$ cat config.mk
export PLATFORM = sky130hd
export DESIGN_NAME = ple_cell
export DESIGN_NICKNAME = d
export VERILOG_FILES = /design/src/rtl/ple_pkg.sv /design/src/rtl/ple_cell.sv
export SDC_FILE = /design/constraint.sdc
export NUM_CORES = 1
export LEC_CHECK = 0
export BUFFER_PORTS_ARGS = -buffer_cell sky130_fd_sc_hd__buf_2
export CORE_ASPECT_RATIO = 0.5
export CORE_MARGIN = 2
export CORE_UTILIZATION = 34
export CTS_BUF_LIST = sky130_fd_sc_hd__clkbuf_16
export DETAILED_ROUTE_END_ITERATION = 7
export MAX_ROUTING_LAYER = met4
export PLACE_DENSITY_LB_ADDON = 0.3
export SYNTH_ARGS = -nofsm -noshare
export SYNTH_HDL_FRONTEND = slang
export SYNTH_SLANG_ARGS = --single-unit
$ cat constraint.sdc
create_clock -name clock -period 4.1 [get_ports clock]
set_input_delay 1.23 -clock clock [delete_from_list [all_inputs] [get_ports clock]]
set_output_delay 1.23 -clock clock [all_outputs]
set_load 0.1 [all_outputs]
$ cat src/rtl/ple_pkg.sv
// shared types, codes and defaults for the positional list engine
package ple_pkg;

   // default sizing
   localparam int PLE_CAPACITY   = 64;
   localparam int PLE_DATA_WIDTH = 32;

   // request action codes
   typedef enum logic [1:0] {
      ACT_INSERT = 2'd0,
      ACT_DELETE = 2'd1,
      ACT_FIND   = 2'd2,
      ACT_SEARCH = 2'd3
   } action_type;

   // response status codes
   localparam logic [1:0] STAT_OK        = 2'd0;
   localparam logic [1:0] STAT_NOT_FOUND = 2'd1;
   localparam logic [1:0] STAT_FULL      = 2'd2;

   // command broadcast from the controller to every cell
   typedef struct packed {
      logic eval;   // cells capture read and compare results
      logic ins;    // shift up from the slot and write the new word
      logic del;    // shift down from the slot
      logic rd;     // drive the word held at the slot
      logic srch;   // compare the held word with the request word
   } ple_ctrl_type;

endpackage

$ cat src/rtl/ple_cell.sv
// one list cell: holds one entry, shifts with its neighbors, reads and compares
module ple_cell import ple_pkg::*; #(
   parameter int DATA_WIDTH = PLE_DATA_WIDTH,
   parameter int CAPACITY   = PLE_CAPACITY,
   parameter int INDEX      = 0
) (
   input  logic                               clock,
   input  ple_ctrl_type                       ctrl,
   input  logic [$clog2(CAPACITY)-1:0]        slot,
   input  logic [$clog2(CAPACITY+1)-1:0]      count,
   input  logic [DATA_WIDTH-1:0]              val,
   input  logic [DATA_WIDTH-1:0]              left_data,
   input  logic [DATA_WIDTH-1:0]              right_data,
   output logic [DATA_WIDTH-1:0]              data,
   output logic [DATA_WIDTH-1:0]              rd_data,
   output logic                               hit
);

   localparam int AW = $clog2(CAPACITY);
   localparam int CW = $clog2(CAPACITY + 1);

   logic [DATA_WIDTH-1:0] data_ff, data_in;
   logic [DATA_WIDTH-1:0] rd_ff, rd_in;
   logic                  hit_ff, hit_in;
   logic                  at_slot, above_slot, in_list;

   // position of this cell relative to the addressed slot
   assign at_slot    = (slot == AW'(INDEX));
   assign above_slot = (AW'(INDEX) > slot);
   assign in_list    = (count > CW'(INDEX));

   // next entry value: hold, shift from a neighbor or take the new word
   always_comb begin
      data_in = data_ff;
      if (ctrl.ins) begin
         if (at_slot) begin
            data_in = val;
         end else if (above_slot) begin
            data_in = left_data;
         end
      end else if (ctrl.del) begin
         if (at_slot || above_slot) begin
            data_in = right_data;
         end
      end
   end

   // read and compare results, taken from the entry before any shift
   always_comb begin
      rd_in  = (ctrl.rd && at_slot) ? data_ff : '0;
      hit_in = ctrl.srch && in_list && (data_ff == val);
   end

   always_ff @(posedge clock) begin
      data_ff <= data_in;
      if (ctrl.eval) begin
         rd_ff  <= rd_in;
         hit_ff <= hit_in;
      end
   end

   assign data    = data_ff;
   assign rd_data = rd_ff;
   assign hit     = hit_ff;

endmodule

# Word level (Yosys, flattened, before mapping)
# Index checks and enable logic that the tools add are counted.
dict set report totals {
  out_inout_bits 65
  register_bits 65
  inputBits 115
  elab_cells 20
}
dict set report op_classes {
  reduce_logical 8
  magnitude_cmp 2
  eq_ne 2
  mux 5
}
# operator count
set op_table {}
lappend op_table {{2-to-1 mux 32 bit} 5}
lappend op_table {{equality test 32 bit} 1}
lappend op_table {{> comparator 7 x 1 -> 1 bit (second input constant)} 1}
lappend op_table {{> comparator 1 x 6 -> 1 bit (first input constant)} 1}
lappend op_table {{logical NOT 6 bit} 1}
lappend op_table {{nonzero test 2 bit} 2}
lappend op_table {{logical AND 1 bit} 3}
lappend op_table {{inequality test 3 x 1 -> 1 bit (second input constant)} 1}
lappend op_table {{AND reduction 3 bit} 1}
lappend op_table {{logical OR 1 bit} 1}

# Logic depth before layout (Yosys ltp)
dict set report logic_depth {
  word_depth 5
  mapped_depth 6
  ltp_nobuf 4
}

# Worst setup path before layout
# Ideal clock, no wire load.
dict set report synth_timing {
  kind {input port to flip-flop}
  startpoint {input ctrl[3] (netlist bit)}
  endpoint {register data_ff[0] (netlist: data[0]) (enable)}
  stages 4
  setup_time_ns 0.421
  path_slack_ns 0.569
  required_time_ns 3.679
  n_path_buf 2
  arrival_ns 3.110
  cell_sequence {buf_2 clkbuf_1 nor2_1 nor2_1}
}
dict set report synth_between {
  elab_chain_len 2
  elab_cells_between_ends 4
  classes_between {eq/ne (1); reduce/logical (3)}
}
# element line
set synth_lines {}
lappend synth_lines {{start: declaration} ple_cell.sv:8} ;# input ple_ctrl_type ctrl,
lappend synth_lines {{inequality test 3 x 1 -> 1 bit (no line) or nonzero test 2 bit (tied branches)} n/a}
lappend synth_lines {{AND reduction 3 bit (no line) (*)} n/a}
lappend synth_lines {{end signal: assignment} ple_cell.sv:55} ;# data_ff <= data_in;
lappend synth_lines {{end: declaration} ple_cell.sv:22} ;# logic [DATA_WIDTH-1:0] data_ff, data_in;
# Mark *: on every way between the ends. The rest lies on a longest branch, timed or not.
# A chain may end at the register's enable or synchronous reset.

# Worst setup path in the final report
dict set report layout_timing {
  startpoint {input slot[5]}
  endpoint {register data_ff[15] (netlist: data[15]) (enable)}
}
dict set report layout_between {
  elab_chain_len 4
  elab_cells_between_ends 6
  classes_between {order compare (1); eq/ne (1); reduce/logical (4)}
}
# element line
set layout_lines {}
lappend layout_lines {{start: declaration} ple_cell.sv:9} ;# input logic [$clog2(CAPACITY)-1:0] slot,
lappend layout_lines {{> comparator 1 x 6 -> 1 bit or logical NOT 6 bit (tied branches)} {ple_cell.sv:29, ple_cell.sv:28}}
lappend layout_lines {{logical OR 1 bit} ple_cell.sv:42} ;# if (at_slot || above_slot) begin
lappend layout_lines {{nonzero test 2 bit (no line)} n/a}
lappend layout_lines {{AND reduction 3 bit (no line) (*)} n/a}
# Marked as above.

==> results by stage <==
Floorplan:
- The total area inside the core boundary comes to 9320 µm².
- The starting utilization of the core area is 34.6%.
- The placement row count is 25.
- The die is 72.8 µm tall.
- The horizontal extent of the die is 142 µm.
- The area enclosed by the die boundary is 10300 µm².
- For this design the top-level I/O count stands at 180.

Setup path:
- Counting cells, the worst reg-to-reg path comes to 4.
- The launch point of the worst reg-to-reg path is data[19].
- The type of origin of the critical path is a primary input.
- For the worst setup path, the data arrival time is ~2.7 ns.
- The critical path data required time is 4.13 ns.
- In this run the critical register-to-register path is captured at hit.
- The type of the worst setup path is primary input to flop.
- In this run the register-to-register setup slack is 2.65 ns.
- The endpoint kind of the worst setup timing path is a flop.
- Of all nets on the critical path, the largest fanout is 33.

Detailed routing:
- The routed design has between 9000 and 10000 µm of wire.
- Before antenna repair, the detailed router went through 4 iterations.
- In the routed design, unresolved DRC markers number 0.
- The via count of the routed design is 2934.
- Dividing the detail-routed via count by the number of cells gives 4.89.
- The routed design uses slightly below 5000 µm of met2 wire.
- The detailed router put a total of a little over 4000 µm of wire on met1.
- The highest metal layer with signal wires is met4.
- The detail route stage leaves a number of antenna-violating nets equal to 0.
- The average detailed-routed wire length per instance is 16.2 µm.
- The DRC violation total after the first TritonRoute iteration is roughly 210.
- The met3 wirelength from detailed routing is 693 µm.

Clocking:
- The clock network latency to the later pin of the worst-skew pair is around 0.32 ns.
- The post-cts resize count is 0.
- Clock-pin slew was measured on the worst setup and hold paths at approximately 0.050 ns.
- After clock tree synthesis, the setup repair step added 0 buffers.
- The total CTS buffers is 9.
- No sink is reached through more buffers than the 2 on the longest clock path.
- The clock net sink count is 65.
- In this run the number of H-tree levels came out at 3.
- The root buffer selected by CTS is clkbuf_16.
- The count of hold buffers inserted by post-cts repair is 0.
- TritonCTS built the clock tree.

Yosys:
- Of the synthesized area, sequential elements account for 60.6%.
- The count of cell types in the netlist is 15.
- After synthesis, the largest area contributor takes up about three fifths of total cell area.
- Sorting the synthesized cells by area gives the leading types as edfxtp_1 (61%), xor2_1 (8.4%), nand2_1 (7.6%), and3_1 (6.4%), a31oi_1 (6.2%).
- The synthesized area per cell is between 10 and 15 µm².
- The netlist area before placement is 3220 µm².
- Synthesis produced 299 cells.
- The total number of yosys warnings is 0.
- In the synthesized netlist the dominant register cell turns out to be edfxtp_1.
- The cell type contributing the most total cell area after synthesis is edfxtp_1.
- After synthesis the netlist holds a flip-flop and latch count of 65.
- Counting flops with a built-in enable in the synthesized netlist gives 65.
- After synthesis, the share of flip-flops with an asynchronous set or reset is 0%.
- After synthesis, the most frequently instantiated cells are edfxtp_1 (65), nand2_1 (65), nor2_1 (37).
- The total nets after synthesis is slightly above 400.

Placed design:
- After legalization and detailed placement, the total HPWL measured 7230 µm.
- Input and output buffers added on the ports amount to between 150 and 200.
- The final weighted congestion in routability-driven placement is 0.890.
- The area after detailed placement is 4200 µm².

Timing:
- Timing would allow up to around 380 MHz.
- Between clock sinks in the finished design, the worst skew comes to between 0.003 and 0.004 ns.
- The hold violation count in the final report is 0.
- Setup violations remaining at the end of the flow were counted as 0.
- Measured against its own limit, the worst slew margin works out to 49.5%.
- Setup total negative slack on the finished layout was measured at 0 ns.
- Of the available clock period, the critical path in the final layout requires 64.2%.
- The minimum hold slack is 0.616 ns.
- Setup repair after global routing left no endpoint under its margin.
- For the pin with the worst max-slew slack, the measured transition is 0.757 ns.
- The count of pins over their slew limit is 0.
- The final critical delay including setup and external delays is 2.63 ns.

Global routing:
- The global router's overall resource usage is between 10% and 20%.
- The via count of the first global-routing pass was roughly 2800.
- The largest net degree at the start of global routing is 65.
- The total congestion overflow is 0.
- The number of antenna violations at the first check in global routing is 0.
- The first global-routing pass estimated 14400 µm of wire.

Worst hold path:
- In this run the most critical hold path is launched from data[15].
- The hold-critical path depth is 1.
- The worst min-delay path class is flop to flop.
- The worst hold path terminates at rd_data[15].

Run:
- The max-cap check violation count is 0.

Layout:
- The final instance area is 4470 µm².
- The share of layout cells above drive strength 1 is a little over two fifths.
- The final net count is approximately 590.
- The number of antenna diodes in the final layout is 0.
- Compared with the post-synthesis result, the final layout area differs by 38.7%.

Pwr:
- The maximum ir drop on the vdd rail is about 0.21 mV.
- The total power divided by cell area is 371 nW/µm².
- The leakage power summed over all cells is between 2 and 2.5 nW.
- Power comes to 1.66 mW.

Status:
- The flow ran to the end, and the final reports show no timing, DRC or antenna violations.
power breakdown:
group	internal, mW	switching [mW]	leakage (nW)
logic	0.0732	0.166	1.36
registers	0.746	0.00485	0.652
clock network	0.401	0.265	0.132
total	1.22	0.436	2.14
registers in the layout (all words and copies together), names as in the netlist:
| signal | count |
|---|---|
| rd_data | 32 |
| data | 32 |
| hit | 1 |
metrics by stage:
step | util [%] | cells | setup slack [ns]
floorplan | - | 299 | 0.569
global placement | 45.1 | 584 | 1.15
detailed placement | 45.1 | 584 | 1.13
CTS | 47.9 | 600 | 1.47
global route | 47.9 | 600 | 1.38
finish | 47.9 | 600 | 1.47
placed cells by master, fill, tap and decap left out, drive strengths merged:
cell	instances
a31oi	32
and3	33
buf	184
clkbuf	9
clkinv	4
clkinvlp	2
edfxtp	65
inv	1
nand2	65
nand3	2
nand4	2
nor2	37
nor3	3
nor4	8
xnor2	1
xor2	31
routing by layer:
layer | vias up | GRT usage (%)
met3 | 12 | 5.77
met2 | 105 | 31.5
met5 | - | -
li1 | 1424 | -
met4 | 0 | 6.89
met1 | 1393 | 22.8
critical path, cell delays in order:
cell     delay, ns
buf_2         0.10
nor2_1        0.12
nand3_1       0.09
buf_4         0.26
nor2_4        0.58
buf_4         0.28
final cells by class:
type | count | area (µm²)
fill | 901 | 4850
timing repair buffer | 184 | 933
multi-input combinational | 214 | 1170
sequential | 65 | 1950
clock inverter | 7 | 38.8
clock buffer | 9 | 225
tap | 121 | 151
worst max-delay path by stage:
stage,from,to,cells past startpoint
6_report,slot[5],data[15],6
5_1_grt,slot[1],data[6],6
4_1_cts,slot[5],data[15],6
3_5_place_dp,slot[5],data[15],6
3_3_place_gp,slot[5],data[18],6
2_1_floorplan,ctrl[3],data[0],4
cell families (layout without fill, tap and decap cells):
family	Yosys count	after routing	synth area share [%]
compound gates	32	32	6.22
xor+xnor	32	32	8.70
flops	65	65	60.6
simple gates	150	150	21.0
buf+inv	20	200	3.46
Note: power is estimated with default switching activity, not from simulation.
